### config.mk
export PLATFORM = sky130hd
export DESIGN_NAME = mp3s2_cfg
export DESIGN_NICKNAME = d
export VERILOG_FILES = /design/src/hw/rtl/mp3s2_pkg.sv /design/src/hw/rtl/mp3s2_cfg.sv
export SDC_FILE = /design/constraint.sdc
export NUM_CORES = 1
export LEC_CHECK = 0
export BUFFER_PORTS_ARGS = -buffer_cell sky130_fd_sc_hd__buf_2
export CAP_MARGIN = 20
export CORE_AREA = 2 2 66 68
export CTS_BUF_LIST = sky130_fd_sc_hd__clkbuf_16
export CTS_CLUSTER_DIAMETER = 60
export CTS_CLUSTER_SIZE = 28
export DETAILED_ROUTE_END_ITERATION = 8
export DIE_AREA = 0 0 68 70
export PLACE_DENSITY = 0.69
export RECOVER_POWER = 100
export SETUP_SLACK_MARGIN = 0.2
export SLEW_MARGIN = 10
export SYNTH_ARGS = -nofsm -noshare
export SYNTH_HDL_FRONTEND = slang
export SYNTH_SLANG_ARGS = --single-unit
### constraint.sdc
create_clock -name i_clk -period 2.6 [get_ports i_clk]
set_clock_uncertainty 0.15 [all_clocks]
set_input_delay 0.13 -clock i_clk [delete_from_list [all_inputs] [get_ports i_clk]]
set_output_delay 0.13 -clock i_clk [all_outputs]
set_load 0.03 [all_outputs]
### src/hw/rtl/mp3s2_pkg.sv
// Shared types, constants and helper functions for the 3x3 stride-2 max pool.
`timescale 1ns / 1ps

package mp3s2_pkg;

    // Default depth of the column-max line
    localparam int MAX_WIDTH_DEF = 256;

    // Register map indexes (byte address = 4 * index)
    localparam logic [1:0] REG_IN_WIDTH      = 2'd0;
    localparam logic [1:0] REG_OUT_WIDTH     = 2'd1;
    localparam logic [1:0] REG_CHANNEL_COUNT = 2'd2;

    // Reset values of the configuration registers
    localparam logic [7:0] IN_WIDTH_RST      = 8'd113;
    localparam logic [6:0] OUT_WIDTH_RST     = 7'd56;
    localparam logic [9:0] CHANNEL_COUNT_RST = 10'd64;

    localparam logic [30:0] INF_BITS = 31'h7F80_0000;

    typedef struct packed {
        logic [7:0] in_width;
        logic [6:0] out_width;
        logic [9:0] channel_count;
    } t_cfg;

    // One pixel on its way through the pipe, with its plane position
    typedef struct packed {
        logic [30:0] pix;
        logic [7:0]  row;
        logic [7:0]  col;
        logic [9:0]  plane;
    } t_item;

    // Negative and NaN pixels count as zero
    function automatic logic [30:0] clean_pixel(input logic [31:0] bits);
        logic [30:0] mag;
        mag = bits[30:0];
        if (bits[31] || (mag > INF_BITS)) begin
            return '0;
        end
        return mag;
    endfunction

    function automatic logic [30:0] max31(input logic [30:0] a, input logic [30:0] b);
        return (a > b) ? a : b;
    endfunction

endpackage

### src/hw/rtl/mp3s2_cfg.sv
// APB register block holding plane size, pooled size and channel count.
`timescale 1ns / 1ps

module mp3s2_cfg (
    input  logic               i_clk,
    input  logic               i_rst_n,
    input  logic               psel,
    input  logic               penable,
    input  logic               pwrite,
    input  logic [3:0]         paddr,
    input  logic [31:0]        pwdata,
    output logic [31:0]        prdata,
    output logic               pready,
    output mp3s2_pkg::t_cfg    o_cfg
);

    mp3s2_pkg::t_cfg r_cfg;
    logic            wr_en;
    logic [1:0]      reg_idx;

    assign pready  = 1'b1;
    assign reg_idx = paddr[3:2];
    assign wr_en   = psel && penable && pwrite && pready;

    // Register writes
    always_ff @(posedge i_clk) begin
        if (!i_rst_n) begin
            r_cfg.in_width      <= mp3s2_pkg::IN_WIDTH_RST;
            r_cfg.out_width     <= mp3s2_pkg::OUT_WIDTH_RST;
            r_cfg.channel_count <= mp3s2_pkg::CHANNEL_COUNT_RST;
        end else if (wr_en) begin
            unique case (reg_idx)
                mp3s2_pkg::REG_IN_WIDTH:      r_cfg.in_width      <= pwdata[7:0];
                mp3s2_pkg::REG_OUT_WIDTH:     r_cfg.out_width     <= pwdata[6:0];
                mp3s2_pkg::REG_CHANNEL_COUNT: r_cfg.channel_count <= pwdata[9:0];
                default: ;
            endcase
        end
    end

    // Read mux
    always_comb begin
        unique case (reg_idx)
            mp3s2_pkg::REG_IN_WIDTH:      prdata = {24'd0, r_cfg.in_width};
            mp3s2_pkg::REG_OUT_WIDTH:     prdata = {25'd0, r_cfg.out_width};
            mp3s2_pkg::REG_CHANNEL_COUNT: prdata = {22'd0, r_cfg.channel_count};
            default:                      prdata = '0;
        endcase
    end

    assign o_cfg = r_cfg;

endmodule

# Yosys cells after proc, flatten, opt, wreduce, memory -nomap -nowiden
# Cells that the tools add are included.
# Widths: inputs -> output; s select.
# word_totals
mem_count	0
ff_bits	25
mem_bits_ro	0
latch_bits	0
elab_cells	12
ram_bits	0
inputBits	41
out_inout_bits	58
# classes
magnitude_cmp	0
div	0
bitwise_logic	0
n_eq_ne	2
n_mux	1
n_mul	0
n_reduce_logical	6
add_sub_neg	0
n_shift	0
# op_table
cell	count
$pmux 10 s3	1
$reduce_and 2->1	3
$eq 2x1->1 const B	1
$eq 2x2->1 const B	1
$logic_and 1x1->1	2
$logic_not 2->1	1

# Longest topological paths before layout
# Gate-level depths: netlist of run 1.
# depth
ltp_word	3
mapped_depth	5
ltp_nobuf	3

# Worst setup path before layout of run 1
# Ideal clock, no wire load.
# synth_timing
path_type	register to output
from	reg r_cfg, in the netlist o_cfg[6]
to	out prdata[6]
setup_slack_ns	1.009
n_path_buf	0
arrival_ns	1.311
path_stages_with_launch	3
t_required_ns	2.320
path_cell_list	dfxtp_1 > mux2i_1 > o21ai_0
# synth_between
elab_chain_len	1
# synth_lines
item	line_no	source
start, declared	mp3s2_cfg.sv:17	mp3s2_pkg::t_cfg r_cfg;
$pmux 10 s3	mp3s2_cfg.sv:43	unique case (reg_idx)
end, declared	mp3s2_cfg.sv:12	output logic [31:0] prdata,
# Every way passes these cells.

# Worst setup path after layout of run 1
# layout_timing
from	in paddr[3]
to	out prdata[2]
# layout_between
elab_chain_len	2
elab_cells_between_ends	4
classes_between	2 x eq/ne; 1 x mux; 1 x reduce/logical
# layout_lines
item	line_no	source
start, declared	mp3s2_cfg.sv:10	input logic [3:0] paddr,
$eq 2x2->1 (tied with other cells)	mp3s2_cfg.sv:43	
$pmux 10 s3 *	mp3s2_cfg.sv:43	
# Mark *: on every way between the ends. The rest lies on a longest branch, timed or not.

==> summary.txt, run 1 <==
Route
  – Via count: between 1000 and 1500
  – Drc violations: 0
  – Via density: 4.28
  – WL final: 3000 um
  – Final ANT Viol Nets: 0
  – WL per Instance: between 10 and 15 um
  – Initial DRT Pass Iterations: 4
  – Iter 0 DRT Violations: 43

Synthesis
  – Synth top area cells: dfxtp_1 (36%), mux2i_1 (22%), buf_4 (14%)
  – Compound-Gate Fraction of Synth Area: 4.14%
  – Mux share of post-synthesis cell area: around 22%
  – Most used flip-flop cell after synthesis: dfxtp_1
  – Post-synthesis sequential area ratio: 36.0%
  – Synth Warn #: 0
  – Cells after synthesis: 158
  – Library cells used by synthesis: 22
  – Post-Synth Adder-Cell Area: 0%
  – Synth Area in Simple Gates: between 10% and 20%
  – Top-area cell type share of the netlist area: 36.0%
  – Syn_area_per_cell: 8.79 um^2
  – EDFF count, synth: 0
  – Xor-xnor portion of the synthesized cell area: 0%
  – Main combinational cell family by area after synthesis: multiplexers
  – Async SR Flop Fraction: 0%
  – Yosys reg bits: 25
  – Cell Area, Synth: around 1400 um^2
  – Leading area contributor after synthesis: dfxtp_1

STA
  – Minimum clock period: ~1.9 ns
  – Tcrit/Tclk final: 72.5%
  – Actual slew at the worst max-slew pin: between 0.9 and 1 ns
  – Slew headroom: between 30% and 40%
  – Achievable frequency: about 530 MHz
  – Setup-failing EPs final: 0
  – Fin. Hold Viols: 0
  – Setup TNS: 0 ns
  – Max-slew violations: 0
  – RSZ-0062 raised after global routing: no

Power
  – Total power: 0.879 mW
  – Power Density: 528 nW/um^2
  – Max IR drop VDD: around 0.20 mV
  – Pleak: 0.708 nW

Worst setup path
  – Arrival time worst endpoint: 1.61 ns
  – Crit-path cells: clkbuf_1 -> nor2b_1 -> buf_4 -> nand2_1 -> o21ai_0 -> clkbuf_1
  – CP max stage delay: 0.72 ns
  – Required time of the critical path: ~2.3 ns
  – Worst setup path class: in -> out
  – Crit path max fanout: 15
  – CP most frequent cell: clkbuf_1
  – CP Capture Type: output port
  – Worst Setup Start Kind: input port
  – CP max-delay cell: clkbuf_1

Finish
  – Nets: 253
  – Most common cell after layout, fill and taps aside: clkbuf_1
  – Syn-to-layout area delta: 19.8%
  – # fillers: 454
  – # diodes: 0
  – Max reg flops: 25
  – Most frequent cells in the layout: clkbuf_1 (40), nand2_1 (35), mux2i_1 (31)
  – Share of cells above drive strength 1: 9.00%

Global routing
  – First-pass GRT wire length: between 4000 and 5000 um
  – Gr ovfl total: 0
  – Vias in the first global route: around 1000
  – Initial antenna violation count: 0
  – Largest net degree at the start of global routing: 39
  – GR Util All Layers: around an eighth

Min path
  – Hold crit path type: in -> reg

CTS
  – Clk slew on worst S/H paths: 0.06 ns
  – Clk root buf: clkbuf_16
  – CTS Buf Count: 3
  – CTS Sinks: 25
  – CTS H-Tree Depth: 1
  – CTS tree: yes
  – Clk Latency, worst-skew pair: 0.26 ns
  – Clk buf depth: 2
  – Post CTS Setup Buffer Count: 0
  – Resize count post-CTS: 0

Die
  – Initial Utilization: between 30% and 40%
  – Die Y: 70 um
  – Num ports: 99
  – Die Width: 68 um
  – Die area: 4760 um^2
  – Cell Rows: 24
  – Core region area: 4140 um^2

Place
  – Final RePlAce weighted congestion: 0.705
  – IO Port Bufs: 51
  – DPL Wire Length: 2160 um

Flow run
  – Max Cap Violations: 0

Status
  – Status: completed
-- layer usage --
metal	global-route usage, %	vias to the layer above	routed length, um
met4	5.33	0	30
met3	1.61	2	131
met2	22.0	35	1460
met1	16.9	511	1380
li1	-	578	-
met5	0	-	0
-- metrics by stage --
stage / area (um^2) / instances / hold WS (ns) / utilization [%] / worst slack, ns
floorplan: 1470 / 179 / 0.122 / - / 1.01
global placement: 1570 / 252 / 0.231 / 38.0 / 1.13
detailed placement: 1570 / 252 / 0.242 / 38.0 / 1.11
CTS: 1730 / 263 / 0.00406 / 41.7 / 1.11
global route: 1660 / 263 / 0.0214 / 40.2 / 0.569
finish: 1660 / 263 / 0.00618 / 40.2 / 0.714
-- cell families (layout without fill, tap and decap cells) --
kind of cell | count (synthesis) | after routing
other cells | 2 | 23
buf+inv | 35 | 67
simple gates | 55 | 55
mux | 31 | 31
compound gates | 10 | 10
flops | 25 | 25
-- cell usage after synthesis (2+ instances only) --
master	count
o21ai_0	7
nand2_1	35
buf_4	25
buf_6	3
nor2b_1	10
o211ai_1	2
inv_1	2
mux2i_1	31
dfxtp_1	25
clkbuf_1	4
conb_1	2
and3b_1	2
-- timing repair --
item,4_1_cts,5_1_grt
endpoints found under the hold margin,9,0
setup endpoints to repair,0,0
hold buffers,7,0
-- where the power goes --
part	switching (mW)	internal [mW]	leakage, nW
logic	0.110	0.0374	0.469
clock network	0.131	0.208	0.0371
registers	0.00384	0.388	0.202
-- final timing paths --
check / depth (start not counted) / to / slack [ns] / start
hold reg to reg: 2 / o_cfg[9] / 0.32 / o_cfg[9]
setup / recovery: 6 / prdata[2] / 0.71 / paddr[3]
hold / removal: 3 / o_cfg[10] / 0.006 / pwdata[0]
setup reg to reg: 2 / o_cfg[17] / 1.80 / o_cfg[17]
-- area by class of cell --
| cell class | instances | area (um^2) | share of cell area, % |
|---|---|---|---|
| Inverter | 2 | 7.51 | 0.451 |
| Timing Repair Buffer | 61 | 293 | 17.6 |
| Tap cell | 52 | 65.1 | 3.91 |
| Multi-Input combinational cell | 119 | 716 | 43.0 |
| Clock inverter | 1 | 7.51 | 0.451 |
| Clock buffer | 3 | 75.1 | 4.51 |
| Sequential cell | 25 | 500 | 30.1 |
-- worst max-delay path: cells and delay by family --
kind,cells,cell delay (ns)
buffers and inverters,3,1.18
and+or+nand+nor,2,0.21
AOI/OAI and AO/OA,1,0.08
Power figures use the tool's default switching activity.
==> run 2: changes to the inputs <==
--- a/config.mk
+++ b/config.mk
@@ -13,7 +13,7 @@
 export CTS_CLUSTER_SIZE = 28
 export DETAILED_ROUTE_END_ITERATION = 8
 export DIE_AREA = 0 0 68 70
-export PLACE_DENSITY = 0.69
+export PLACE_DENSITY = 0.72
 export RECOVER_POWER = 100
 export SETUP_SLACK_MARGIN = 0.2
 export SLEW_MARGIN = 10
==> constraint.sdc (replaced) <==
create_clock -name i_clk -period 1.7 [get_ports i_clk]
set_clock_uncertainty 0.15 [all_clocks]
set_input_delay 0.085 -clock i_clk [delete_from_list [all_inputs] [get_ports i_clk]]
set_output_delay 0.085 -clock i_clk [all_outputs]
set_load 0.03 [all_outputs]
==> summary.txt, run 2 (same netlist as run 1, synthesis figures left out) <==
Finish
  – Share of cells above drive strength 1: between 10 and 15%
  – Most common cell after layout, fill and taps aside: clkbuf_1
  – Max reg flops: 25
  – Multi-input gate area: approximately 710 um^2
  – Syn-to-layout area delta: 24.0%
  – # diodes: 0
  – Final Util: 41.5%
  – # fillers: 438
  – Nets: between 200 and 300
  – Finished layout cell area: 1720 um^2
  – Register area: around 500 um^2
  – Most frequent cells in the layout: clkbuf_1 (36), nand2_1 (35), mux2i_1 (31)

Place
  – Dpl ws: 0.372 ns
  – Final RePlAce weighted congestion: 0.760
  – IO Port Bufs: 51
  – DPL Wire Length: 2190 um
  – Placed inst area: ~1600 um^2

Die
  – Cell Rows: 24
  – Initial Utilization: 33.5%
  – Die Width: 68 um
  – Die Y: around 70 um
  – Num ports: 99
  – Core region area: between 4000 and 5000 um^2
  – Die area: 4760 um^2

Power
  – Reg power frac: 44.3%
  – Net Sw Frac: 27.7%
  – Net Sw Power: 0.375 mW
  – Clock share of power: between 30% and 40%
  – Int Pwr: 0.980 mW
  – Max IR drop VDD: 0.532 mV
  – Comb pwr share: 17.7%
  – Pleak: about 0.75 nW
  – Power Density: just under 800 nW/um^2

Global routing
  – Initial antenna violation count: 0
  – First-pass GRT wire length: 5040 um
  – Vias in the first global route: 1109
  – GR Util All Layers: 13.6%
  – Gr ovfl total: 0
  – Largest net degree at the start of global routing: 38

Worst setup path
  – Reg-to-Reg End: o_cfg[17]
  – Reg2reg start: o_cfg[17]
  – Crit-path cells: clkbuf_1 -> nor2b_1 -> buf_12 -> nand2_1 -> o21ai_1 -> clkbuf_1
  – Arrival time worst endpoint: 1.19 ns
  – Crit path max fanout: 10
  – Required time of the critical path: 1.46 ns
  – CP Capture Type: output port
  – CP most frequent cell: clkbuf_1
  – CP max-delay cell: clkbuf_1
  – Setup slack, reg-to-reg: 0.90 ns
  – CP max stage delay: 0.32 ns
  – Worst Setup SP: paddr[2]
  – Worst Setup Start Kind: input port
  – Worst setup path class: in -> out
  – CP endpoint: prdata[6]
  – Reg2reg path depth: 2

Route
  – Final ANT Viol Nets: 0
  – Drc violations: 0
  – Via count: 1152
  – WL final: around 3100 um
  – Iter 0 DRT Violations: 27
  – WL per Instance: 11.4 um
  – Initial DRT Pass Iterations: 4
  – Via density: 4.30

CTS
  – Post CTS Setup Buffer Count: 0
  – Clk slew on worst S/H paths: 0.06 ns
  – Clk root buf: clkbuf_16
  – CTS Buf Count: 3
  – Clk Latency, worst-skew pair: 0.25 ns
  – CTS H-Tree Depth: 1
  – CTS Sinks: 25
  – Clk buf depth: 2
  – CTS tree: yes

STA
  – PnR worst setup slack: 0.274 ns
  – Actual slew at the worst max-slew pin: 0.573 ns
  – Slew headroom: about three fifths
  – RSZ-0062 raised after global routing: no
  – Minimum clock period: 1.43 ns
  – Fin. Hold Viols: 0
  – Achievable frequency: 701 MHz
  – Max-slew violations: 0
  – Setup TNS: 0 ns
  – Setup-failing EPs final: 0
  – Tcrit/Tclk final: ~84%

Min path
  – Worst Hold Launch: penable
  – Hold crit path type: in -> reg

Status
  – Status: completed

Flow run
  – Max Cap Violations: 0
==> run 2: changes by cell type in the layout (fill, tap and decap cells not counted), sizes merged <==
cell and change:
buf +5, clkbuf -3, clkinv +1, clkinvlp -1, dlygate4sd3 +3
==> run 2: per-stage QoR <==
stage | power, mW | hold WS [ns] | std cells
floorplan | 0.824 | 0.0772 | 179
global placement | 0.841 | 0.186 | 254
detailed placement | 0.843 | 0.199 | 254
CTS | 1.38 | 0.0684 | 268
global route | 1.42 | 0.151 | 268
finish | 1.36 | 0.112 | 268
==> run 2: worst min-delay path by stage <==
stage | depth (start not counted) | to | slack, ns
6_report | 4 | o_cfg[17] | 0.11
3_3_place_gp | 3 | o_cfg[9] | 0.19
4_1_cts | 4 | o_cfg[17] | 0.07
5_1_grt | 3 | o_cfg[22] | 0.15
2_1_floorplan | 2 | o_cfg[16] | 0.08
3_5_place_dp | 3 | o_cfg[8] | 0.20
==> run 2: power by group through the flow <==
stage	Clock [mW]	Sequential, mW	Combinational (mW)
final	0.516	0.600	0.240
after global routing	0.560	0.601	0.260
after CTS	0.536	0.599	0.248
after detailed placement	0	0.613	0.230
after global placement	0	0.612	0.229
after floorplan	0	0.628	0.196
==> run 2: layer usage <==
metal  vias up  GRT usage, %  routed length [um]
met3         2          2.25                 171
met2        39          22.1                1440
met1       525          18.6                1430
met5         -             0                   0
li1        586             -                   -
met4         0          3.33                  14
==> run 2: worst max-delay path, delay by kind of cell <==
family / cells / cell delay, ns
AOI/OAI and AO/OA: 1 / 0.08
buffers and inverters: 3 / 0.71
and+or+nand+nor: 2 / 0.31
==> run 2: area by class of cell <==
cell class                      instances  area share (%)
Multi-Input combinational cell        119            41.3
Sequential cell                        25            29.1
Timing Repair Buffer                   66            20.8
Clock buffer                            3            4.36
Tap cell                               52            3.78
Inverter                                2           0.436
Clock inverter                          1           0.291
==> run 2: repair_timing <==
item                      4_1_cts  5_1_grt
hold endpoints to repair       25        0
hold buffers                   10        0
resized for setup               0        0
==> run 3: changes to the inputs <==
--- a/config.mk
+++ b/config.mk
@@ -13,7 +13,7 @@
 export CTS_CLUSTER_SIZE = 28
 export DETAILED_ROUTE_END_ITERATION = 8
 export DIE_AREA = 0 0 68 70
-export PLACE_DENSITY = 0.72
+export PLACE_DENSITY = 0.69
 export RECOVER_POWER = 100
 export SETUP_SLACK_MARGIN = 0.2
 export SLEW_MARGIN = 10
==> constraint.sdc (replaced) <==
create_clock -name i_clk -period 1.5 [get_ports i_clk]
set_clock_uncertainty 0.15 [all_clocks]
set_input_delay 0.075 -clock i_clk [delete_from_list [all_inputs] [get_ports i_clk]]
set_output_delay 0.075 -clock i_clk [all_outputs]
set_load 0.03 [all_outputs]
==> summary.txt, run 3 (same netlist as run 1, synthesis figures left out) <==
Status
  – Status: completed

Place
  – Final RePlAce weighted congestion: around 0.73
  – IO Port Bufs: between 50 and 60
  – Placed cells: 257
  – DPL Wire Length: 2350 um
  – Placed inst area: 1640 um^2

Worst setup path
  – Crit path max-delay family: flip-flops
  – Setup slack, reg-to-reg: 0.71 ns
  – Worst setup path class: reg -> out
  – Required time of the critical path: 1.27 ns
  – CP max-delay cell: dfxtp_1
  – Arrival time worst endpoint: 1.10 ns
  – Reg2reg path depth: 2
  – Crit path max fanout: 3
  – CP max stage delay: ~0.35 ns
  – Crit-path cells: and3b_1 -> clkbuf_1
  – Worst Setup Start Kind: register
  – Reg2reg start: o_cfg[1]
  – CP Capture Type: output port
  – Reg-to-Reg End: o_cfg[1]
  – Worst path buffer plus inverter count: 1

Global routing
  – GR Util All Layers: ~14%
  – Vias in the first global route: 1051
  – Largest net degree at the start of global routing: 32
  – Gr ovfl total: 0
  – Initial antenna violation count: 0
  – First-pass GRT wire length: ~5000 um

Finish
  – Multi-input gate area: 747 um^2
  – Finished Layout Cells: 271
  – Final Util: 42.7%
  – Finished layout cell area: 1770 um^2
  – # fillers: 453
  – Syn-to-layout area delta: 27.5%
  – Most frequent cells in the layout: nand2_1 (35), clkbuf_1 (32), mux2i_1 (31)
  – Max reg flops: 25
  – Register area: 500 um^2
  – Share of cells above drive strength 1: around 18%
  – # diodes: 0
  – Nets: 261
  – Most common cell after layout, fill and taps aside: nand2_1

Die
  – Num ports: 99
  – Core region area: 4140 um^2
  – Die area: 4760 um^2
  – Die Width: 68 um
  – Initial Utilization: 33.5%
  – Die Y: ~70 um
  – Cell Rows: 24

CTS
  – Clk buf depth: 2
  – CTS tree: yes
  – Clk root buf: clkbuf_16
  – CTS Buf Count: 3
  – Post CTS Setup Buffer Count: 0
  – Clk Latency, worst-skew pair: 0.25 ns
  – CTS H-Tree Depth: 1
  – CTS Sinks: 25
  – Clk slew on worst S/H paths: 0.06 ns

Power
  – Power Density: roughly 880 nW/um^2
  – Pleak: 0.787 nW
  – Total power: about 1.6 mW
  – Max IR drop VDD: 0.365 mV

STA
  – Tcrit/Tclk final: between 80% and 90%
  – RSZ-0062 raised after global routing: no
  – Slew headroom: 56.1%
  – Achievable frequency: 757 MHz
  – Fin. Hold Viols: 0
  – Setup TNS: 0 ns
  – Actual slew at the worst max-slew pin: 0.659 ns
  – Minimum clock period: 1.32 ns
  – Max-slew violations: 0
  – Setup-failing EPs final: 0

Route
  – WL per Instance: roughly 12 um
  – Via density: 4.29
  – WL final: 3240 um
  – Iter 0 DRT Violations: between 40 and 50
  – Via count: 1162
  – Initial DRT Pass Iterations: 4
  – Drc violations: 0
  – Final ANT Viol Nets: 0

Min path
  – Worst hold path cell count: 4
  – Worst Hold Launch: penable
  – Hold crit path type: in -> reg
  – End of the worst hold path: o_cfg[17]

Flow run
  – Max Cap Violations: 0
## run 3: cell types whose count changed in the layout (fill, tap and decap cells not counted), sizes merged
cell    before  now
clkbuf      40   43
## run 3: repair_timing
item                       in CTS  in global routing
hold buffers                   10                  0
hold endpoints to repair       24                  0
setup endpoints to repair       0                  7
gates resized for setup         0                  4
## run 3: layer usage
metal  track usage, %  share of wire, %  up-vias
li1                 -                 -      591
met1             17.2                45      533
met2             24.2                49       36
met3             2.42               4.6        2
met4             3.33              0.93        0
met5                0                 0        -
## run 3: through the flow
step                hold slack (ns)  worst slack, ns
floorplan                    0.0672            0.237
global placement              0.178            0.248
CTS                          0.0773            0.210
finish                       0.0652            0.178
detailed placement            0.179            0.222
global route                 0.0859            0.106
## run 3: tightest hold or removal path: cells and delay by family
family | cells | cell delay [ns]
and+or+nand+nor | 1 | 0.10
buffers and inverters | 1 | 0.11
AOI/OAI and AO/OA | 2 | 0.15
## run 3: layout make-up
type | count | area share (%)
inverter | 2 | 0.424
sequential | 25 | 28.3
tap | 52 | 3.67
multi-input combinational | 119 | 42.2
clock buffer | 3 | 4.24
timing repair buffer | 69 | 20.9
clock inverter | 1 | 0.283
## run 3: worst max-delay path by stage
stage	from	to	slack, ns	cells after the start
after global routing	paddr[2]	prdata[3]	0.11	6
after CTS	paddr[2]	prdata[6]	0.21	6
after global placement	pwrite	o_cfg[24]	0.25	4
after detailed placement	paddr[2]	prdata[6]	0.22	6
after floorplan	o_cfg[7]	prdata[7]	0.24	2
final	o_cfg[9]	prdata[9]	0.18	2
## run 3: power by group
part / switching (mW) / total [mW] / internal [mW]
Combinational: 0.199 / 0.283 / 0.0835
Sequential: 0.00659 / 0.679 / 0.673
Clock: 0.237 / 0.596 / 0.359
