===== config.mk =====
export PLATFORM = sky130hd
export DESIGN_NAME = mp3s2_window
export DESIGN_NICKNAME = d
export VERILOG_FILES = /design/src/hw/rtl/mp3s2_pkg.sv /design/src/hw/rtl/mp3s2_window.sv
export SDC_FILE = /design/constraint.sdc
export NUM_CORES = 1
export LEC_CHECK = 0
export BUFFER_PORTS_ARGS = -buffer_cell sky130_fd_sc_hd__buf_2
export CAP_MARGIN = 10
export CORE_MARGIN = 3
export CORE_UTILIZATION = 40
export CTS_CLUSTER_DIAMETER = 150
export CTS_CLUSTER_SIZE = 12
export DETAILED_ROUTE_END_ITERATION = 6
export GPL_TIMING_DRIVEN = 0
export PLACE_DENSITY = 0.71
export SLEW_MARGIN = 0
export SYNTH_ARGS = -nofsm -noshare
export SYNTH_HDL_FRONTEND = slang
export SYNTH_SLANG_ARGS = --single-unit
export TNS_END_PERCENT = 50

===== constraint.sdc =====
create_clock -name i_clk -period 5.35 [get_ports i_clk]
set_input_delay 1.07 -clock i_clk [delete_from_list [all_inputs] [get_ports i_clk]]
set_output_delay 1.07 -clock i_clk [all_outputs]
set_load 0.01 [all_outputs]

===== src/hw/rtl/mp3s2_pkg.sv =====
// Shared types, constants and helper functions for the 3x3 stride-2 max pool.
`timescale 1ns / 1ps

package mp3s2_pkg;

    // Default depth of the column-max line
    localparam int MAX_WIDTH_DEF = 256;

    // Register map indexes (byte address = 4 * index)
    localparam logic [1:0] REG_IN_WIDTH      = 2'd0;
    localparam logic [1:0] REG_OUT_WIDTH     = 2'd1;
    localparam logic [1:0] REG_CHANNEL_COUNT = 2'd2;

    // Reset values of the configuration registers
    localparam logic [7:0] IN_WIDTH_RST      = 8'd113;
    localparam logic [6:0] OUT_WIDTH_RST     = 7'd56;
    localparam logic [9:0] CHANNEL_COUNT_RST = 10'd64;

    localparam logic [30:0] INF_BITS = 31'h7F80_0000;

    typedef struct packed {
        logic [7:0] in_width;
        logic [6:0] out_width;
        logic [9:0] channel_count;
    } t_cfg;

    // One pixel on its way through the pipe, with its plane position
    typedef struct packed {
        logic [30:0] pix;
        logic [7:0]  row;
        logic [7:0]  col;
        logic [9:0]  plane;
    } t_item;

    // Negative and NaN pixels count as zero
    function automatic logic [30:0] clean_pixel(input logic [31:0] bits);
        logic [30:0] mag;
        mag = bits[30:0];
        if (bits[31] || (mag > INF_BITS)) begin
            return '0;
        end
        return mag;
    endfunction

    function automatic logic [30:0] max31(input logic [30:0] a, input logic [30:0] b);
        return (a > b) ? a : b;
    endfunction

endpackage


===== src/hw/rtl/mp3s2_window.sv =====
// Window stage: vertical and horizontal max, result flags and output register.
`timescale 1ns / 1ps

module mp3s2_window (
    input  logic               i_clk,
    input  logic               i_rst_n,
    input  mp3s2_pkg::t_cfg    i_cfg,
    input  logic               i_valid,
    input  mp3s2_pkg::t_item   i_item,
    input  logic [30:0]        i_stored,
    output logic               o_adv,
    output logic [30:0]        o_wr_data,
    output logic               o_m_axis_tvalid,
    input  logic               i_m_axis_tready,
    output logic [31:0]        o_m_axis_tdata,
    output logic               o_m_axis_tlast,
    output logic               o_m_axis_tuser
);

    logic [30:0] r_hmax, n_hmax;
    logic        r_out_valid;
    logic [30:0] r_out_bits;
    logic        r_out_eop, r_out_eol;

    logic        row_odd, row_closes, col_odd, col_closes;
    logic [30:0] vmax, v, m;
    logic [6:0]  y, x, last_pos;
    logic [9:0]  last_plane;
    logic        emit, eop, eol;

    assign o_adv = i_valid && (!r_out_valid || i_m_axis_tready);

    // Vertical max over the open window rows
    always_comb begin
        row_odd    = i_item.row[0];
        row_closes = !i_item.row[0] && (i_item.row >= 8'd2);
        col_odd    = i_item.col[0];
        col_closes = !i_item.col[0] && (i_item.col >= 8'd2);
        vmax       = mp3s2_pkg::max31(i_stored, i_item.pix);
        v          = (row_closes || row_odd) ? vmax : i_item.pix;
        o_wr_data  = row_odd ? v : i_item.pix;
    end

    // Horizontal max and result decision
    always_comb begin
        y          = i_item.row[7:1] - 7'd1;
        x          = i_item.col[7:1] - 7'd1;
        last_pos   = i_cfg.out_width - 7'd1;
        last_plane = i_cfg.channel_count - 10'd1;
        m          = mp3s2_pkg::max31(r_hmax, v);
        emit       = row_closes && col_closes
                     && (y < i_cfg.out_width) && (x < i_cfg.out_width);
        eop        = (y == last_pos) && (x == last_pos);
        eol        = eop && (i_item.plane == last_plane);
        n_hmax     = r_hmax;
        if (row_closes) begin
            if (col_closes) begin
                n_hmax = v;
            end else if (col_odd) begin
                n_hmax = m;
            end else begin
                n_hmax = v;
            end
        end
    end

    always_ff @(posedge i_clk) begin
        if (!i_rst_n) begin
            r_hmax      <= '0;
            r_out_valid <= 1'b0;
        end else begin
            if (o_adv) begin
                r_hmax <= n_hmax;
            end
            if (o_adv && emit) begin
                r_out_valid <= 1'b1;
            end else if (i_m_axis_tready) begin
                r_out_valid <= 1'b0;
            end
        end
    end

    // Output payload
    always_ff @(posedge i_clk) begin
        if (o_adv && emit) begin
            r_out_bits <= m;
            r_out_eop  <= eop;
            r_out_eol  <= eol;
        end
    end

    assign o_m_axis_tvalid = r_out_valid;
    assign o_m_axis_tdata  = {1'b0, r_out_bits};
    assign o_m_axis_tlast  = r_out_eop;
    assign o_m_axis_tuser  = r_out_eol;

endmodule


# After elaboration in Yosys (flattened, before gate mapping)
# Index checks and enable logic that the tools add are counted.
# classes
add_sub_neg	4
eq_ne	3
n_mux	8
order_cmp	6
reduce_logical	16
# op_table
cell	count
$mux W31	6
$gt A31 B31 Y1	2
$sub A7 B1 Y7 const B	3
$ge A8 B2 Y1 const B	2
$eq A7 B7 Y1	2
$lt A7 B7 Y1	2
$eq A10 B10 Y1	1
$sub A10 B1 Y10 const B	1
$logic_and A1 B1 Y1	9
$logic_not A1 Y1	3
$logic_or A1 B1 Y1	2
$mux W1	2
$reduce_and A2 Y1	1
$reduce_bool A2 Y1	1
# totals
in_bits	117
word_cells	42
regBits	65
out_inout_bits	67

# Depth between registers and ports, before layout
# Gate-level depths: netlist (run 1).
# depth
ltp_word	8
ltp_mapped	19
mapped_depth_nobuf	17

# Least setup slack after synthesis (run 1)
# Ideal clock, no wire load.
# synth_path
path_kind	input-to-reg
from	input i_item[55] (netlist name)
to	register r_hmax[21]
setup_slack_ns	0.504
path_buffers	2
path_stages	18
required_time_ns	5.280
setup_time_ns	0.070
arrival_ns	4.776
cell_sequence	inv_1 ha_1 a21oi_1 nand2_1 a221oi_1 o41ai_1 o31ai_2 buf_4 mux2i_1 ha_1 a21oi_1 o21ai_0 a221oi_1 nand4_1 a31oi_1 clkbuf_1 o21ai_0 a21oi_1
# synth_via
elab_chain_cells	7
# synth_rtl
item	line	text
start: declaration	mp3s2_window.sv:9	input mp3s2_pkg::t_item i_item,
$gt A31 B31 Y1	mp3s2_pkg.sv:46	return (a > b) ? a : b;
$mux W31	mp3s2_pkg.sv:46	
$mux W31 *	mp3s2_window.sv:40	v = (row_closes || row_odd) ? vmax : i_item.pix;
$gt A31 B31 Y1	mp3s2_pkg.sv:46	
$mux W31	mp3s2_pkg.sv:46	
$mux W31	mp3s2_window.sv:59	end else if (col_odd) begin
$mux W31 *	mp3s2_window.sv:57	if (col_closes) begin
end signal: assignment	mp3s2_window.sv:73	r_hmax <= n_hmax;
end: declaration	mp3s2_window.sv:20	logic [30:0] r_hmax, n_hmax;
# Every way passes the cells marked *; elsewhere a longest branch is shown, timed or not.
# A chain may end at the register's enable or synchronous reset.

# Worst setup path in the final report (run 1)
# layout_path
from	input i_item[48] (netlist name)
to	register r_out_bits[14] (data pin)
# layout_via
elab_chain_cells	5
# layout_rtl
item	line	text
$gt A31 B31 Y1	mp3s2_pkg.sv:46	
$mux W31	mp3s2_pkg.sv:46	
$mux W31 *	mp3s2_window.sv:40	
$gt A31 B31 Y1	mp3s2_pkg.sv:46	
$mux W31 *	mp3s2_pkg.sv:46	
net m[14]	mp3s2_window.sv:26	logic [30:0] vmax, v, m;
end signal: assignment	mp3s2_window.sv:86	r_out_bits <= m;
end: declaration	mp3s2_window.sv:22	logic [30:0] r_out_bits;
# Mark *: on every way through the listed nets, which the timed path passes. The rest lies on a longest branch.

==> results.cfg, run 1 <==
[run_status]
status = finished, final reports clean

[setup_path]
crit_path_end_kind = flip-flop
slowest_stage = or4_4
criticalPathCategory = in -> reg
r2r_cells = 5
cp_cell_sequence = buf_2 > inv_1 > ha_1 > nand4_1 > or4_4 > nor2_1 > a21oi_1 > o31ai_4 > buf_4 > buf_4 > mux2i_2 > ha_1 > a211oi_1 > nor2_1 > o31ai_1 > nand4_1 > nand2_2 > clkbuf_2 > a21oi_1
slowest_delay_ns = 0.60
path_max_fanout = 10
arrival_ns = 5.12
rrSetupSlack_ns = 2.84
reg2reg_from = o_m_axis_tvalid
reg2reg_to = r_out_bits[9]
start_kind = input port
critPathRequiredTime_ns = 5.40

[power]
pwr-share-comb = 0.307
p_total_mw = 1.735
seqPwrFrac = 0.332
pwr-share-clk = 0.361
power_switching_mw = 0.5254
pwr_density_cell_nw_per_um2 = 242.0
switching_share = 0.3028
ir_drop_uv = 136.8
intPower_mw = 1.210
leakagePower_nw = 3.576

[route]
drt_pass1_iterations = 4
drt-initial-drc-count = 268
ant_nets = 0
drt_wl_total_um = 15260
route.detailed.drc = 0
vias_per_cell = 5.310
wl_per_cell_um = 15.41
num_vias = 5257

[hold_path]
whs_endpoint = r_hmax[15]
hold_depth = 2
hold_path_startpoint = r_hmax[15]
hp-class = reg -> reg

[place]
placed_area_sq_um = 6711
dp_hpwl_um = 12320
portBuffers = 174
place_ws_ns = -0.6258
place_congestion = 0.8820

[clock_network]
htreeDepth = 3
tritoncts = done
clkSinkCount = 65
cts_buffers = 9
cts_buffer_depth = 2
path_clk_slew_ns = 0.05
cts_root_buf = clkbuf_16
clock_latency_ns = 0.33

[timing]
slew_headroom = 0.4124
finClkSkew_ns = 0.006412
worst_pin_slew_ns = 0.8813
min_period_over_period = 0.9470
fmaxAchievable_mhz = 197.4
period_minus_slack_ns = 5.067
finalMaxSlewViolations = 0
layout_setup_ws_ns = 0.2833
setup_violations = 0
hold_viol_final = 0
fin_setup_tns_ns = 0

[yosys]
async_flop_share = 0
syn_avg_cell_area_sq_um = 9.065
syn-cell-area_sq_um = 5620
ys.flop_type = edfxtp_1
synth-seq-cells = 65
yosysWarningCount = 0
synth_fp_nets = 817
synthCells = 620
synth-seq-area-share = 0.2903
synth_edf_count = 33
yosysUniqueCellTypes = 49

[grt]
grt_usage = 0.1929
grt.overflow.total = 0
antenna_found_initial = 2
grt_pass1_wl_um = 24770
grt_max_degree = 35
grt_pass1_vias = 5136

[die]
die_y_um = 124.5
design.core.area_sq_um = 13510
die_area_sq_um = 15510
die_x_um = 124.5
boundaryPins = 184
std_cell_rows = 42
start_util = 0.4162

[final_layout]
fin_area_sq_um = 7169
syn2layout_area_growth_pct = 27.56
final_layout_size_suffix_gt1_frac = 0.3206
final_common_cell = buf_2
final_cell_mix = buf_2 (177), a21oi_1 (90), ha_1 (80)
final_nets = 1006
n_antenna_cell = 0

[run]
drv_cap = 0
[kinds of logic (layout without fill, tap and decap cells)]
logic type / count (synthesis) / count (layout) / share of synthesized area
compound gates: 163 / 163 / 0.1603
simple gates: 141 / 141 / 0.1285
fa+ha+maj: 80 / 80 / 0.1781
buf+inv: 78 / 272 / 0.05899
flops: 65 / 65 / 0.2903
mux: 62 / 62 / 0.1365
xor+xnor: 30 / 30 / 0.04675
other cells: 1 / 1 / 0.0006672
[sequential cells by signal (all words and copies together) (netlist names)]
name	flops
r_hmax	31
r_out_bits	31
o_m_axis_tuser	1
o_m_axis_tvalid	1
o_m_axis_tlast	1
[final cells by class]
| cell class | instances | area, sq um |
|---|---|---|
| multi-input combinational | 477 | 3740 |
| timing repair buffer | 178 | 900.9 |
| fill | 1270 | 6336 |
| clock inverter | 6 | 88.84 |
| buffer | 23 | 152.6 |
| inverter | 55 | 206.4 |
| clock buffer | 10 | 229.0 |
| sequential | 65 | 1632 |
| tap | 176 | 220.2 |
[worst max-delay path, delay by kind of cell]
family                   cells  cell delay, ns
AND/OR/NAND/NOR              6            1.40
adder cells (fa/ha/maj)      2            0.62
AO/OA/AOI/OAI                5            0.86
multiplexers                 1            0.31
buffers and inverters        5            0.85
[metrics by stage]
step / util / hold WS (ns) / std cells
after CTS: 0.5226 / 0.5662 / 986
after detailed placement: 0.4969 / 0.5570 / 970
after floorplan: - / 0.5258 / 620
final: 0.5309 / 0.5672 / 990
after global placement: 0.4969 / 0.5484 / 970
after global routing: 0.5309 / 0.6054 / 990
[layer usage]
layer,GRT usage,routed length [um],part of all wire,vias to the layer above
met3,0.04503,1128,0.074,16
met2,0.3286,7182,0.47,171
met5,0,40,0.0026,-
li1,-,-,-,2648
met1,0.2494,6723,0.44,2418
met4,0.04126,184,0.012,4
[power by group through the flow]
stage	logic (mW)	clock network, mW	registers (mW)
after floorplan	0.331	0	0.585
after global placement	0.500	0	0.585
after detailed placement	0.510	0	0.585
after CTS	0.516	0.640	0.575
after global routing	0.601	0.662	0.579
final	0.533	0.626	0.576
[cells in the mapped netlist (5+ instances only)]
cell	n	area [sq um]
xnor2_1	15	131.4
a211oi_1	5	37.54
nand4_1	13	81.33
a21oi_1	90	450.4
mux2_4	29	435.4
nand3_1	11	55.05
edfxtp_1	33	991.0
o21ai_0	46	230.2
nor2_1	46	172.7
nor3_1	12	60.06
clkbuf_1	15	56.30
or3_1	6	37.54
dfxtp_1	32	640.6
xor2_1	15	131.4
inv_1	55	206.5
mux2i_1	32	320.3
ha_1	80	1001
nand2_1	20	75.07
[worst max-delay path by stage]
stage | startpoint | end | slack (ns) | cells after the start
global route | i_item[39] | r_hmax[14] | -0.02 | 20
CTS | i_item[39] | r_hmax[23] | -0.01 | 19
finish | i_item[48] | r_out_bits[14] | 0.28 | 19
global placement | i_item[30] | r_hmax[18] | -0.66 | 18
floorplan | i_item[55] | r_hmax[21] | 0.50 | 18
detailed placement | i_item[30] | r_hmax[4] | -0.63 | 19
[what timing repair did]
action,4_1_cts,5_1_grt
hold buffers,0,0
pin swaps,0,2
gates resized for setup,13,23
gates cloned,0,0
endpoints found under the setup margin,62,62
buffers inserted,0,4
Note: power is estimated with default switching activity, not from simulation.
==> run 2, diff against run 1 <==
- CTS_BUF_LIST: default -> sky130_fd_sc_hd__clkbuf_16
==> run 2 against run 1 <==
Setup slack gained 0.0024 ns; clock skew is essentially flat; final cell count is the same; sequential power is essentially flat; die area is the same; via count is essentially flat; cell area is the same; maximum frequency is essentially flat; power shrank 0.14%; critical endpoint is now r_out_bits[5]; highest routed layer unchanged.
==> results.cfg, run 2 (synthesized netlist as in run 1, its figures left out) <==
[hold_path]
hp-class = reg -> reg

[setup_path]
slowest_delay_ns = 0.60
crit_family = simple AND/OR/NAND/NOR gates
slowest_stage = or4_4
start_kind = input port
crit_path_end_kind = flip-flop
cp_cell_sequence = buf_2 > inv_1 > ha_1 > nand4_1 > or4_4 > a31oi_2 > o31ai_4 > buf_4 > buf_6 > mux2i_4 > ha_1 > nand4_1 > nor4_2 > o31ai_1 > nand4_1 > nand2_2 > clkbuf_2 > nor2_1 > a21oi_1
criticalPathCategory = in -> reg
crit_path_frequent_cell = nand4_1
arrival_ns = 5.12
worst-path-buf-inv = 5
critPathRequiredTime_ns = 5.40
path_max_fanout = 10

[grt]
grt.overflow.total = 0
grt_usage = 0.1929
grt_pass1_wl_um = 24770
grt_max_degree = 35
grt_pass1_vias = 5136
antenna_found_initial = 2

[place]
place_congestion = 0.8820
dp_hpwl_um = 12320
place_ws_ns = -0.6258
portBuffers = 174

[final_layout]
reg.largest.list = r_hmax: 31 flops, r_out_bits: 31 flops
final_common_cell = buf_2
utilization = 0.5309
final_layout_size_suffix_gt1_frac = 0.3206
n_antenna_cell = 0
final_cell_mix = buf_2 (177), a21oi_1 (90), ha_1 (80)
final_nets = 1006
syn2layout_area_growth_pct = 27.56

[timing]
setup_violations = 0
finClkSkew_ns = 0.006407
layout_setup_ws_ns = 0.2857
period_minus_slack_ns = 5.064
fmaxAchievable_mhz = 197.5
worst_pin_slew_ns = 0.8822
fin_setup_tns_ns = 0
slew_headroom = 0.4119
finalMaxSlewViolations = 0
min_period_over_period = 0.9466
hold_slack_ns = 0.5672
hold_viol_final = 0

[die]
std_cell_rows = 42
die_y_um = 124.5
die_area_sq_um = 15510
start_util = 0.4162
design.core.area_sq_um = 13510
boundaryPins = 184
die_x_um = 124.5

[run_status]
status = finished, final reports clean

[power]
ir_drop_uv = 136.2
leakagePower_nw = 3.580
pwr_density_cell_nw_per_um2 = 241.6

[clock_network]
tritoncts = done
clock_latency_ns = 0.33
htreeDepth = 3
clkSinkCount = 65
path_clk_slew_ns = 0.06
cts_buffers = 9
cts_root_buf = clkbuf_16
cts_buffer_depth = 2
ctsHoldBuffers = 0

[route]
num_vias = 5262
drt-initial-drc-count = 266
drt_wl_total_um = 15250
ant_nets = 0
vias_per_cell = 5.315
wl_per_cell_um = 15.41
drt_pass1_iterations = 4
route.detailed.drc = 0

[run]
drv_cap = 0
[run 2: what timing repair did]
item                       CTS  global route
gates resized for setup     13            23
buffers inserted             0             4
setup endpoints to repair   62            62
pin swaps                    0             2
gates cloned                 0             0
[run 2: report_power, final]
| group | internal (mW) | total (mW) | switching (mW) |
|---|---|---|---|
| registers | 0.560 | 0.576 | 0.0157 |
| clock network | 0.407 | 0.624 | 0.217 |
| logic | 0.240 | 0.533 | 0.292 |
[run 2: final cells by class]
cell class | count | area, sq um
fillers | 1270 | 6336
multi-input cells | 477 | 3740
flip-flops and latches | 65 | 1632
repair buffers | 178 | 900.9
clock buffers | 9 | 225.2
well taps | 176 | 220.2
inverters | 55 | 206.4
plain buffers | 23 | 152.6
clock inverters | 7 | 92.59
[run 2: through the flow]
stage                     total power, mW  instances  area (sq um)
final                               1.732        990          7169
after global routing                1.840        990          7169
after CTS                           1.730        986          7058
after detailed placement            1.095        970          6711
after global placement              1.085        970          6711
after floorplan                    0.9165        620          5620
[run 2: final timing paths]
path	slack [ns]	end	depth (start not counted)	startpoint
worst max-delay path	0.29	r_out_bits[5]	19	i_item[48]
worst min-delay path	0.57	r_hmax[15]	2	r_hmax[15]
worst max register to register	2.84	r_out_bits[9]	5	o_m_axis_tvalid
worst min register to register	0.57	r_hmax[15]	2	r_hmax[15]
[run 2: worst reg2reg max path, stage by stage (launching register included)]
cell and delay, ns:
dfxtp_1 0.30, nor2b_1 0.13, nand2b_1 0.21, or3_1 0.42, nor3_1 0.24, o221a_2 0.79
[run 2: per-layer routing]
metal  up-vias  GRT usage  routed length, um
met5         -          0                 40
met4         4    0.04126                174
met3        15    0.04503               1135
met2       172     0.3286               7167
met1      2421     0.2494               6734
li1       2650          -                  -
==> run 3, diff against run 2 <==
- MAX_ROUTING_LAYER: default -> met4
==> run 3 against run 2 <==
Setup slack got worse by 0.022 ns; utilization about the same; global-route usage increased by 0.56 points; sequential power about the same; sequential share of layout area about the same; non-clock buffer count unchanged; critical path depth unchanged; power increased by 0.12%; clock-buffer cell count unchanged; cell area about the same; flip-flop and latch count unchanged.
==> results.cfg, run 3 (synthesized netlist as in run 1, its figures left out) <==
[run_status]
status = finished, final reports clean

[grt]
grt_usage = 0.1985
grt_max_degree = 35
antenna_found_initial = 2
grt.overflow.total = 0
grt_pass1_wl_um = 24790
grt_pass1_vias = 5136

[final_layout]
final_common_cell = buf_2
final_cell_mix = buf_2 (178), a21oi_1 (90), ha_1 (80)
final_nets = 1006
fill_cells = 1270
utilization = 0.5312
syn2layout_area_growth_pct = 27.65
fin_area_sq_um = 7174
reg.largest.list = r_hmax: 31 flops, r_out_bits: 31 flops
final_layout_size_suffix_gt1_frac = 0.3206

[run]
drv_cap = 0

[setup_path]
critPathRequiredTime_ns = 5.41
cp_cell_sequence = buf_2 > inv_1 > ha_1 > nand4_1 > or4_4 > a31oi_2 > o31ai_4 > buf_4 > buf_6 > mux2i_4 > ha_1 > nand4_1 > nor4_2 > o31ai_1 > nand4_1 > nand2_2 > clkbuf_2 > nor2_1 > a21oi_1
criticalPathCategory = in -> reg
slowest_delay_ns = 0.60
slowest_stage = or4_4
startpoint = i_item[48]
arrival_ns = 5.14
path_max_fanout = 10
reg2reg_from = o_m_axis_tvalid
start_kind = input port
crit_path_end_kind = flip-flop
crit_path_frequent_cell = nand4_1

[timing]
worst_pin_slew_ns = 0.8838
setup_violations = 0
finClkSkew_ns = 0.007067
fin_setup_tns_ns = 0
slew_headroom = 0.4108
finalMaxSlewViolations = 0
hold_viol_final = 0
fmaxAchievable_mhz = 196.6
min_period_over_period = 0.9508
period_minus_slack_ns = 5.087

[die]
boundaryPins = 184
die_x_um = 124.5
std_cell_rows = 42
die_area_sq_um = 15510
start_util = 0.4162
die_y_um = 124.5
design.core.area_sq_um = 13510

[clock_network]
clock_latency_ns = 0.33
cts_buffers = 9
cts_root_buf = clkbuf_16
cts_buffer_depth = 2
tritoncts = done
htreeDepth = 3
path_clk_slew_ns = 0.06
clkSinkCount = 65

[power]
leakagePower_nw = 3.578
ir_drop_uv = 138.2
pwr_density_cell_nw_per_um2 = 241.8

[route]
drt_wl_total_um = 15290
drt_pass1_iterations = 7
drt-initial-drc-count = 278
route.detailed.drc = 0
ant_nets = 0
num_vias = 5255
wl_per_cell_um = 15.41
vias_per_cell = 5.297

[place]
dp_hpwl_um = 12320
placed_area_sq_um = 6711
portBuffers = 174
place_congestion = 0.8966

[hold_path]
hold_path_startpoint = r_hmax[15]
hp-class = reg -> reg
## run 3: changes by cell type in the layout (fill, tap and decap cells not counted)
cell      before  now
buf_2        177  178
clkbuf_2       8    7
diode_2        0    2
## run 3: stage by stage
stage                     cells  hold WS [ns]  power [mW]  setup WS, ns
after floorplan             620        0.5258      0.9165        0.5040
after global placement      970        0.5484       1.085       -0.6558
after detailed placement    970        0.5570       1.095       -0.6258
after CTS                   986        0.5662       1.730      -0.01256
after global routing        992        0.6054       1.840      -0.03462
final                       992        0.5672       1.734        0.2632
## run 3: what timing repair did
| action | 4_1_cts | 5_1_grt |
|---|---|---|
| gates resized for setup | 13 | 24 |
| hold buffers | 0 | 0 |
| cloned | 0 | 0 |
| pin swaps | 0 | 2 |
| buffers inserted | 0 | 4 |
| endpoints found under the setup margin | 62 | 62 |
## run 3: area by class of cell
| type | count | area (sq um) | share of cell area |
|---|---|---|---|
| multi-input cells | 477 | 3740 | 0.5213 |
| flip-flops and latches | 65 | 1632 | 0.2274 |
| repair buffers | 178 | 900.9 | 0.1256 |
| clock buffers | 9 | 225.2 | 0.03139 |
| well taps | 176 | 220.2 | 0.03069 |
| inverters | 55 | 206.4 | 0.02878 |
| plain buffers | 23 | 152.6 | 0.02128 |
| clock inverters | 7 | 92.59 | 0.01291 |
| diodes | 2 | 5.005 | 0.0006976 |
## run 3: final timing paths
kind                        end  slack [ns]  depth (start not counted)
hold / removal       r_hmax[15]        0.57                          2
setup reg to reg  r_out_bits[8]        2.84                          5
setup / recovery  r_out_bits[5]        0.26                         19
hold reg to reg      r_hmax[15]        0.57                          2
## run 3: worst max-delay path, delay by kind of cell
| kind | cells | cell delay (ns) |
|---|---|---|
| buffers and inverters | 5 | 0.74 |
| AOI/OAI and AO/OA | 4 | 0.63 |
| and+or+nand+nor | 7 | 1.84 |
| adders and majority gates | 2 | 0.65 |
| muxes | 1 | 0.21 |
## run 3: where the power goes
part | internal (mW) | switching (mW) | total [mW]
sequential | 0.560 | 0.0159 | 0.576
combinational | 0.240 | 0.293 | 0.533
clock | 0.407 | 0.218 | 0.626
total | 1.21 | 0.527 | 1.73
## run 3: metal layers
layer | global-route usage | vias to the layer above | wire length, um
met5 | - | - | 0
met4 | 0.04126 | 0 | 178
met3 | 0.04031 | 16 | 967
met2 | 0.3279 | 171 | 7173
met1 | 0.2531 | 2415 | 6969
li1 | - | 2653 | -
